<file path="src/hdl/uete_pkg.sv">
// uete_pkg: types and constants of the usb endpoint transfer engine
// field widths, command codes, endpoint record and beat layouts
// no dependencies; used by usb_endpoint_transfer_engine_core
`timescale 1ns / 1ps

package uete_pkg;

   // field widths
   localparam int CMD_W    = 3;
   localparam int EP_W     = 2;
   localparam int LEN_W    = 16;
   localparam int MPK_W    = 10;
   localparam int PBYTES_W = 10;
   localparam int SPACE_W  = 7;
   localparam int INFL_W   = 11;

   // inflight byte count saturates here
   localparam logic [INFL_W-1:0] INFLIGHT_MAX = 11'd2047;
   // a setup packet moves at most this many bytes
   localparam logic [PBYTES_W-1:0] SETUP_BYTES = 10'd8;

   // command codes
   typedef enum logic [CMD_W-1:0] {
      CMD_OPEN        = 3'd0,
      CMD_START       = 3'd1,
      CMD_IN_DONE     = 3'd2,
      CMD_IN_REFILL   = 3'd3,
      CMD_OUT_PACKET  = 3'd4,
      CMD_STALL       = 3'd5,
      CMD_CLEAR_STALL = 3'd6
   } cmd_type;

   // transfer record of one endpoint and direction
   typedef struct packed {
      logic [LEN_W-1:0]  total;
      logic [LEN_W-1:0]  done;
      logic [INFL_W-1:0] infl;
      logic [MPK_W-1:0]  maxpkt;
      logic              tog;
      logic              stall;
   } rec_type;

   // request beat
   typedef struct packed {
      logic [CMD_W-1:0]    cmd;
      logic [EP_W-1:0]     endpoint;
      logic                direction;
      logic [LEN_W-1:0]    xfer_length;
      logic [MPK_W-1:0]    max_packet;
      logic [PBYTES_W-1:0] packet_bytes;
      logic [SPACE_W-1:0]  fifo_space;
      logic                acked;
      logic                rx_toggle;
      logic                rx_error;
      logic                rx_final;
      logic                is_setup;
   } req_type;

   // response beat
   typedef struct packed {
      logic [MPK_W-1:0] load_count;
      logic [LEN_W-1:0] byte_offset;
      logic             toggle_out;
      logic             tx_enable;
      logic             fifo_warn_on;
      logic             mark_last;
      logic             rx_enable;
      logic             flush;
      logic             xfer_done;
      logic [LEN_W-1:0] done_length;
      logic             setup_seen;
   } rsp_type;

endpackage

</file>
<file path="src/hdl/usb_endpoint_transfer_engine_core.sv">
// usb_endpoint_transfer_engine_core: per-endpoint transfer records, data toggle
// and fifo load planning for a usb device controller
// depends on uete_pkg
//
//   channel | ports            | handshake          | beat
//   --------+------------------+--------------------+-------------------------------
//   request | req_*            | req_valid/req_ready | one command for one endpoint
//   result  | rsp_*            | rsp_valid/rsp_ready | one answer per command
//
// each beat is registered on entry, worked through combinationally against the
// endpoint record and registered again on exit, one beat per cycle sustained while
// the result side is ready; the record update lands at the same edge as the result,
// so back-to-back beats on one endpoint see fresh state
// synchronous reset clears every record (toggles to DATA0) and both stages
// a stalled result holds the work stage; requests stop only once both are full
`timescale 1ns / 1ps

module usb_endpoint_transfer_engine_core #(
   parameter int ENDPOINTS  = 4,
   parameter int FIFO_BYTES = 64
) (
   input  logic                             clock,
   input  logic                             reset,
   // request channel
   input  logic                             req_valid,
   output logic                             req_ready,
   input  logic [uete_pkg::CMD_W-1:0]       req_cmd,
   input  logic [uete_pkg::EP_W-1:0]        req_endpoint,
   input  logic                             req_direction,
   input  logic [uete_pkg::LEN_W-1:0]       req_xfer_length,
   input  logic [uete_pkg::MPK_W-1:0]       req_max_packet,
   input  logic [uete_pkg::PBYTES_W-1:0]    req_packet_bytes,
   input  logic [uete_pkg::SPACE_W-1:0]     req_fifo_space,
   input  logic                             req_acked,
   input  logic                             req_rx_toggle,
   input  logic                             req_rx_error,
   input  logic                             req_rx_final,
   input  logic                             req_is_setup,
   // result channel
   output logic                             rsp_valid,
   input  logic                             rsp_ready,
   output logic [uete_pkg::MPK_W-1:0]       rsp_load_count,
   output logic [uete_pkg::LEN_W-1:0]       rsp_byte_offset,
   output logic                             rsp_toggle_out,
   output logic                             rsp_tx_enable,
   output logic                             rsp_fifo_warn_on,
   output logic                             rsp_mark_last,
   output logic                             rsp_rx_enable,
   output logic                             rsp_flush,
   output logic                             rsp_xfer_done,
   output logic [uete_pkg::LEN_W-1:0]       rsp_done_length,
   output logic                             rsp_setup_seen
);

   import uete_pkg::*;

   localparam int EP_AW = (ENDPOINTS > 1) ? $clog2(ENDPOINTS) : 1;

   // pipeline registers
   req_type req_ff, req_in;
   rsp_type rsp_ff, rsp_in;
   logic    req_vld_ff;
   logic    rsp_vld_ff;
   logic    out_free;
   logic    adv;

   // endpoint records, one array per direction
   rec_type orec_ff [ENDPOINTS];
   rec_type irec_ff [ENDPOINTS];
   rec_type orec_in, irec_in;
   rec_type cur_o, cur_i;

   logic             ep_ok;
   logic [EP_AW-1:0] ep_idx;
   logic             is_ep0;
   cmd_type          cmd;
   logic [SPACE_W-1:0] spc;

   // fifo load planning on the IN record
   logic [LEN_W-1:0]   p_total, p_done;
   logic [INFL_W-1:0]  p_infl;
   logic               p_tog;
   logic [LEN_W-1:0]   ack_done;
   logic               ack_hit;
   logic [LEN_W-1:0]   pl_left;
   logic [MPK_W-1:0]   pl_room;
   logic [MPK_W-1:0]   pl_want;
   logic [SPACE_W-1:0] pl_load;
   logic [INFL_W:0]    pl_infl_sum;
   logic [INFL_W-1:0]  pl_infl;

   // receive take on the OUT record
   logic [LEN_W-1:0]    tk_left;
   logic [PBYTES_W-1:0] tk_take;
   logic [LEN_W-1:0]    tk_done;
   logic [INFL_W:0]     tk_infl_sum;
   logic [INFL_W-1:0]   tk_infl;
   logic                fin_hit;
   logic                tog_match;

   // handshake
   assign out_free  = !rsp_vld_ff || rsp_ready;
   assign adv       = req_vld_ff && out_free;
   assign req_ready = !req_vld_ff || out_free;
   assign rsp_valid = rsp_vld_ff;

   // request beat assembly
   always_comb begin
      req_in.cmd          = req_cmd;
      req_in.endpoint     = req_endpoint;
      req_in.direction    = req_direction;
      req_in.xfer_length  = req_xfer_length;
      req_in.max_packet   = req_max_packet;
      req_in.packet_bytes = req_packet_bytes;
      req_in.fifo_space   = req_fifo_space;
      req_in.acked        = req_acked;
      req_in.rx_toggle    = req_rx_toggle;
      req_in.rx_error     = req_rx_error;
      req_in.rx_final     = req_rx_final;
      req_in.is_setup     = req_is_setup;
   end

   // record read
   assign ep_ok  = (int'(req_ff.endpoint) < ENDPOINTS);
   assign ep_idx = ep_ok ? EP_AW'(req_ff.endpoint) : '0;
   assign cur_o  = orec_ff[ep_idx];
   assign cur_i  = irec_ff[ep_idx];
   assign is_ep0 = (req_ff.endpoint == '0);
   assign cmd    = cmd_type'(req_ff.cmd);
   assign spc    = (int'(req_ff.fifo_space) > FIFO_BYTES) ? SPACE_W'(FIFO_BYTES)
                                                           : req_ff.fifo_space;

   // IN record as seen by the load planner
   assign ack_done = cur_i.done + LEN_W'(cur_i.infl);
   assign ack_hit  = (ack_done == cur_i.total);

   always_comb begin
      p_total = cur_i.total;
      p_done  = cur_i.done;
      p_infl  = cur_i.infl;
      p_tog   = cur_i.tog;
      priority if (cmd == CMD_START) begin
         p_total = req_ff.xfer_length;
         p_done  = '0;
         p_infl  = '0;
      end else if (cmd == CMD_IN_DONE) begin
         p_infl = '0;
         if (req_ff.acked) begin
            p_done = ack_done;
            p_tog  = ~cur_i.tog;
         end
      end else begin
      end
   end

   // load = min(total - done, maxpkt - inflight, fifo space)
   always_comb begin
      pl_left     = (p_total > p_done) ? (p_total - p_done) : '0;
      pl_room     = ({1'b0, cur_i.maxpkt} > p_infl) ?
                    MPK_W'({1'b0, cur_i.maxpkt} - p_infl) : '0;
      pl_want     = (pl_left < LEN_W'(pl_room)) ? MPK_W'(pl_left) : pl_room;
      pl_load     = (pl_want < MPK_W'(spc)) ? SPACE_W'(pl_want) : spc;
      pl_infl_sum = (INFL_W+1)'(p_infl) + (INFL_W+1)'(pl_load);
      pl_infl     = (pl_infl_sum > (INFL_W+1)'(INFLIGHT_MAX)) ? INFLIGHT_MAX
                                                             : INFL_W'(pl_infl_sum);
   end

   // receive take and completion check
   always_comb begin
      tk_left     = (cur_o.total > cur_o.done) ? (cur_o.total - cur_o.done) : '0;
      tk_take     = (LEN_W'(req_ff.packet_bytes) < tk_left) ? req_ff.packet_bytes
                                                             : PBYTES_W'(tk_left);
      tk_done     = cur_o.done + LEN_W'(tk_take);
      tk_infl_sum = (INFL_W+1)'(cur_o.infl) + (INFL_W+1)'(tk_take);
      tk_infl     = (tk_infl_sum > (INFL_W+1)'(INFLIGHT_MAX)) ? INFLIGHT_MAX
                                                             : INFL_W'(tk_infl_sum);
      fin_hit     = (cur_o.total == tk_done) || (tk_infl < INFL_W'(cur_o.maxpkt));
      tog_match   = (req_ff.rx_toggle == cur_o.tog);
   end

   // command decode and record update
   always_comb begin
      orec_in = cur_o;
      irec_in = cur_i;
      rsp_in  = '0;
      if (ep_ok) begin
         unique case (cmd)
            CMD_OPEN: begin
               if (req_ff.direction) begin
                  irec_in.maxpkt = req_ff.max_packet;
                  irec_in.tog    = 1'b0;
               end else begin
                  orec_in.maxpkt = req_ff.max_packet;
                  orec_in.tog    = 1'b0;
               end
            end
            CMD_START, CMD_IN_DONE, CMD_IN_REFILL: begin
               if (cmd == CMD_START && !req_ff.direction) begin
                  orec_in.total    = req_ff.xfer_length;
                  orec_in.done     = '0;
                  orec_in.infl     = '0;
                  rsp_in.rx_enable = 1'b1;
               end else if (cmd == CMD_IN_DONE && req_ff.acked && ack_hit) begin
                  // last packet acknowledged: transfer complete
                  irec_in.done       = ack_done;
                  irec_in.infl       = '0;
                  irec_in.tog        = ~cur_i.tog;
                  rsp_in.xfer_done   = 1'b1;
                  rsp_in.done_length = cur_i.total;
               end else begin
                  // plan the next fifo load
                  irec_in.total       = p_total;
                  irec_in.done        = p_done;
                  irec_in.infl        = pl_infl;
                  irec_in.tog         = p_tog;
                  rsp_in.load_count   = MPK_W'(pl_load);
                  rsp_in.byte_offset  = p_done + LEN_W'(p_infl);
                  rsp_in.toggle_out   = p_tog;
                  rsp_in.tx_enable    = 1'b1;
                  rsp_in.fifo_warn_on = !is_ep0 && (pl_want > MPK_W'(pl_load));
                  rsp_in.mark_last    = !is_ep0 && !(pl_want > MPK_W'(pl_load));
               end
            end
            CMD_OUT_PACKET: begin
               if (is_ep0 && req_ff.is_setup) begin
                  // setup resets both endpoint-zero records to DATA1
                  rsp_in.load_count = (req_ff.packet_bytes < SETUP_BYTES) ?
                                      req_ff.packet_bytes : SETUP_BYTES;
                  rsp_in.toggle_out = 1'b1;
                  rsp_in.setup_seen = 1'b1;
                  orec_in.stall     = 1'b0;
                  irec_in.stall     = 1'b0;
                  orec_in.tog       = 1'b1;
                  irec_in.tog       = 1'b1;
               end else if ((is_ep0 && !tog_match) || (!is_ep0 && req_ff.rx_error)) begin
                  rsp_in.flush = 1'b1;
               end else begin
                  // move received bytes into the buffer
                  rsp_in.load_count  = tk_take;
                  rsp_in.byte_offset = cur_o.done;
                  orec_in.done       = tk_done;
                  orec_in.infl       = tk_infl;
                  if (is_ep0 || req_ff.rx_final) begin
                     if (!tog_match) begin
                        rsp_in.flush = 1'b1;
                     end else begin
                        orec_in.tog = ~cur_o.tog;
                        if (fin_hit) begin
                           rsp_in.xfer_done   = 1'b1;
                           rsp_in.done_length = tk_done;
                        end else begin
                           orec_in.infl     = '0;
                           rsp_in.rx_enable = 1'b1;
                        end
                     end
                  end
               end
            end
            CMD_STALL: begin
               if (req_ff.direction) begin
                  irec_in.stall     = 1'b1;
                  rsp_in.tx_enable  = 1'b1;
                  rsp_in.toggle_out = cur_i.tog;
                  rsp_in.mark_last  = !is_ep0;
               end else begin
                  orec_in.stall    = 1'b1;
                  rsp_in.rx_enable = 1'b1;
               end
            end
            CMD_CLEAR_STALL: begin
               if (req_ff.direction) begin
                  irec_in.tog   = 1'b0;
                  irec_in.stall = 1'b0;
               end else begin
                  orec_in.tog   = 1'b0;
                  orec_in.stall = 1'b0;
               end
            end
            default: begin
            end
         endcase
      end
   end

   // control state and records
   always_ff @(posedge clock) begin
      if (reset) begin
         req_vld_ff <= 1'b0;
         rsp_vld_ff <= 1'b0;
         for (int k = 0; k < ENDPOINTS; k++) begin
            orec_ff[k] <= '0;
            irec_ff[k] <= '0;
         end
      end else begin
         if (req_ready) begin
            req_vld_ff <= req_valid;
         end
         if (out_free) begin
            rsp_vld_ff <= req_vld_ff;
         end
         if (adv && ep_ok) begin
            orec_ff[ep_idx] <= orec_in;
            irec_ff[ep_idx] <= irec_in;
         end
      end
   end

   // payload registers
   always_ff @(posedge clock) begin
      if (req_valid && req_ready) begin
         req_ff <= req_in;
      end
      if (adv) begin
         rsp_ff <= rsp_in;
      end
   end

   // result beat
   assign rsp_load_count   = rsp_ff.load_count;
   assign rsp_byte_offset  = rsp_ff.byte_offset;
   assign rsp_toggle_out   = rsp_ff.toggle_out;
   assign rsp_tx_enable    = rsp_ff.tx_enable;
   assign rsp_fifo_warn_on = rsp_ff.fifo_warn_on;
   assign rsp_mark_last    = rsp_ff.mark_last;
   assign rsp_rx_enable    = rsp_ff.rx_enable;
   assign rsp_flush        = rsp_ff.flush;
   assign rsp_xfer_done    = rsp_ff.xfer_done;
   assign rsp_done_length  = rsp_ff.done_length;
   assign rsp_setup_seen   = rsp_ff.setup_seen;

endmodule

</file>
<file path="config.mk">
export PLATFORM = sky130hd
export DESIGN_NAME = usb_endpoint_transfer_engine_core
export DESIGN_NICKNAME = d
export VERILOG_FILES = /design/src/hdl/uete_pkg.sv /design/src/hdl/usb_endpoint_transfer_engine_core.sv
export SDC_FILE = /design/constraint.sdc
export NUM_CORES = 1
export LEC_CHECK = 0
export BUFFER_PORTS_ARGS = -buffer_cell sky130_fd_sc_hd__buf_2
export CELL_PAD_IN_SITES_DETAIL_PLACEMENT = 1
export CELL_PAD_IN_SITES_GLOBAL_PLACEMENT = 1
export CORE_MARGIN = 4
export CORE_UTILIZATION = 46
export CTS_CLUSTER_DIAMETER = 60
export DETAILED_ROUTE_END_ITERATION = 6
export PLACE_DENSITY = 0.83
export SKIP_LAST_GASP = 1
export SYNTH_ARGS = -nofsm -noshare
export SYNTH_HDL_FRONTEND = slang
export SYNTH_SLANG_ARGS = --single-unit
</file>
<file path="constraint.sdc">
create_clock -name clock -period 12.9 [get_ports clock]
set_input_delay 0 -clock clock [delete_from_list [all_inputs] [get_ports clock]]
set_output_delay 0 -clock clock [all_outputs]
set_load 0.005 [all_outputs]
</file>
==> metrics <==
Final period util 94.0%; total power 0.00593 W; Peak Freq 0.0825 GHz; worst hold path type in -> reg; H-tree depth 2; Overall Global Routing Usage 28.6%; Most common cell on crit path a21oi_1; Largest stage delay, worst path 610 ps; IO Pins 110; EDFF count, synth 536; Routed Antenna Nets 0; final-report max-slew violation count 0; min-delay src req_xfer_length[14]; Setup-failing EPs final 0; chip width 266 um; DRT iter0 DRCs 2348; first-pass GRT wire length 153000 um; layout cells sized above 1 15.2%; Reg area 0.0162 sq mm; worst rel slew slack 22.0%; fin nets 2996; Area Overhead vs Synth 13.9%; Ys Warns 0; Worst Path Arrival 12460 ps; Crit Path Category reg -> reg; r2r endpoint rsp_xfer_done; initial antenna violation count 5; # rows 94; FFs w/ async S/R, synth 0%; CP max stage cell mux4_2; Via density 6.20; CP required 13230 ps; I/O Buffers 109; clock sink total 540; Seq/Total Area, Yosys 53.0%; clock tree root buffer cell clkbuf_16; grt ovf 0; maximum root-to-sink buffer count 3; leading cell type in the layout, fill and taps excluded edfxtp_1; # DRC 0; syn nets 2839; drt total wl 103000 um; Post-Place Cells 3536; CTS clk-pin slew, worst paths 60 ps; Worst Max-Slew Pin Slew 1160 ps; Leakage 14.0 nW; DRT Pass-1 Iters 6; Die Y 266 um; worst hold path depth 2; main flop type after synthesis edfxtp_1; gpl congestion 0.891; Startpoint Class register; WL per Instance 27.8 um; Power Density 171 mW/mm^2; total CTS buffers 59; max cap viols 0; synth unique cells 94; Syn Area/Cell 11.5 sq um; Max VDD drop 0.000114 V; Hold Path End req_ff[46]; Initial Utilization 46.4%; final worst setup slack 777 ps; Die Area 0.0705 sq mm; Hold Vio Cnt, Final 0; Fillers 6835; #FFs+latches synth 540; final worst path period need 12120 ps; kind of end point of the critical path register; area of the multi-input gates 0.0132 sq mm; Setup Skew 54.0 ps; most frequent cells in the layout 536 x edfxtp_1, 439 x nor2_1, 238 x nand2_1; final std cells w/o fill 3714; reg2reg path depth 46; Fin Setup TNS 0 ps; DP HPWL 70300 um; Worst Path Max Fanout 30; core area 0.0657 sq mm; via count 23000; outcome completed; worst skew pair latency 660 ps; Place WS 48.7 ps; TritonCTS clock tree built; synthesized instance count 2644; synthesized cell area 0.0305 sq mm; largest net degree at the start of global routing 66; number of global-route vias before repair 24700; R2R Setup Slk 780 ps
-- how the worst max path moves through the flow --
stage | from | endpoint | slack (ps) | depth (start not counted)
2_1_floorplan | register | irec_ff[1][20] | 260 | 60
3_3_place_gp | register | irec_ff[1][20] | 610 | 47
5_1_grt | register | irec_ff[1][22] | -40 | 53
4_1_cts | register | irec_ff[1][20] | 10 | 47
3_5_place_dp | register | irec_ff[1][20] | 50 | 47
6_report | register | rsp_xfer_done | 780 | 46
-- cells by family after synthesis --
group                    count (synthesis)  synth area share [%]
AO/OA/AOI/OAI                          472                  10.6
adder cells (fa/ha/maj)                138                  5.85
AND/OR/NAND/NOR                        904                  12.9
multiplexers                           163                  10.1
buffers and inverters                  323                  4.24
flip-flops                             540                  53.0
XOR/XNOR                               104                  3.30
-- where the power goes --
part / internal, W / switching [W]
combinational: 0.000792 / 0.00132
sequential: 0.00204 / 0.0000443
clock: 0.00101 / 0.000734
-- synthesized netlist by cell type, types with 13 or more instances --
master	count	share of area, %
edfxtp_1	536	53
nor2_1	442	5.4
nand2_1	240	3.0
inv_1	197	2.4
ha_1	129	5.3
o21ai_0	122	2.0
a21oi_1	97	1.6
clkbuf_1	94	1.2
mux4_2	87	6.4
xnor2_1	66	1.9
nor3_1	37	0.61
xor2_1	31	0.89
a21o_1	30	0.74
nor2b_1	30	0.62
mux2i_1	29	0.95
nand3_1	29	0.48
nand2b_1	28	0.57
mux2_2	27	1.0
o31ai_1	23	0.57
o22ai_1	21	0.43
mux4_1	20	1.7
and2_1	18	0.37
buf_2	18	0.30
nand4_1	17	0.35
o211ai_1	17	0.42
a22o_1	16	0.46
a211oi_1	13	0.32
a31oi_1	13	0.27
o21bai_1	13	0.32
-- layout make-up --
class	instances	area share (%)
diodes	1	0.00720
clock buffers	70	4.39
clock inverters	39	1.27
inverters	197	2.13
multi-input cells	1781	38.0
flip-flops and latches	540	46.6
well taps	864	3.11
repair buffers	222	4.55
-- through the flow --
| stage | area, sq um | hold WS [ps] | utilization, % |
|---|---|---|---|
| global route | 34800 | 49.3 | 52.9 |
| finish | 34800 | 54.5 | 52.9 |
| detailed placement | 32000 | 178 | 48.7 |
| global placement | 32000 | 176 | 48.7 |
| CTS | 34600 | 34.3 | 52.6 |
| floorplan | 30500 | 98.9 | - |
-- registers in the layout (all words and copies together), names as in the netlist, named ones only --
| name | cells |
|---|---|
| rsp_tx_enable | 1 |
| orec_ff | 216 |
| rsp_done_length | 16 |
| rsp_valid | 1 |
| cmd | 3 |
| rsp_mark_last | 1 |
| req_ff | 49 |
| rsp_load_count | 10 |
| rsp_toggle_out | 1 |
| ep_idx | 2 |
| rsp_fifo_warn_on | 1 |
| rsp_setup_seen | 1 |
| rsp_rx_enable | 1 |
| req_vld_ff | 1 |
| rsp_byte_offset | 16 |
| rsp_xfer_done | 1 |
| irec_ff | 216 |
| rsp_flush | 1 |
-- worst max-delay path: cells and delay by family (launching register included) --
kind,cells,cell delay (ps)
compound gates,23,5820
fa+ha+maj,5,1640
buf+inv,11,2030
flops,1,370
mux,1,610
simple gates,6,1310
-- timing repair --
| action | CTS | global route |
|---|---|---|
| setup buffers | 0 | 9 |
| hold buffers | 59 | 0 |
| hold endpoints to repair | 58 | 0 |
| endpoints found under the setup margin | 4 | 89 |
| resized for setup | 1 | 19 |
| pin swaps | 0 | 3 |
-- metal layers --
layer | up-vias | GRT usage [%] | wire [um]
met5 | - | 0 | 13
met4 | 2 | 14.5 | 5690
met3 | 252 | 4.48 | 7810
met2 | 1047 | 47.4 | 49200
met1 | 11800 | 36.8 | 40300
li1 | 9988 | - | -
(Power assumes the default switching activity.)
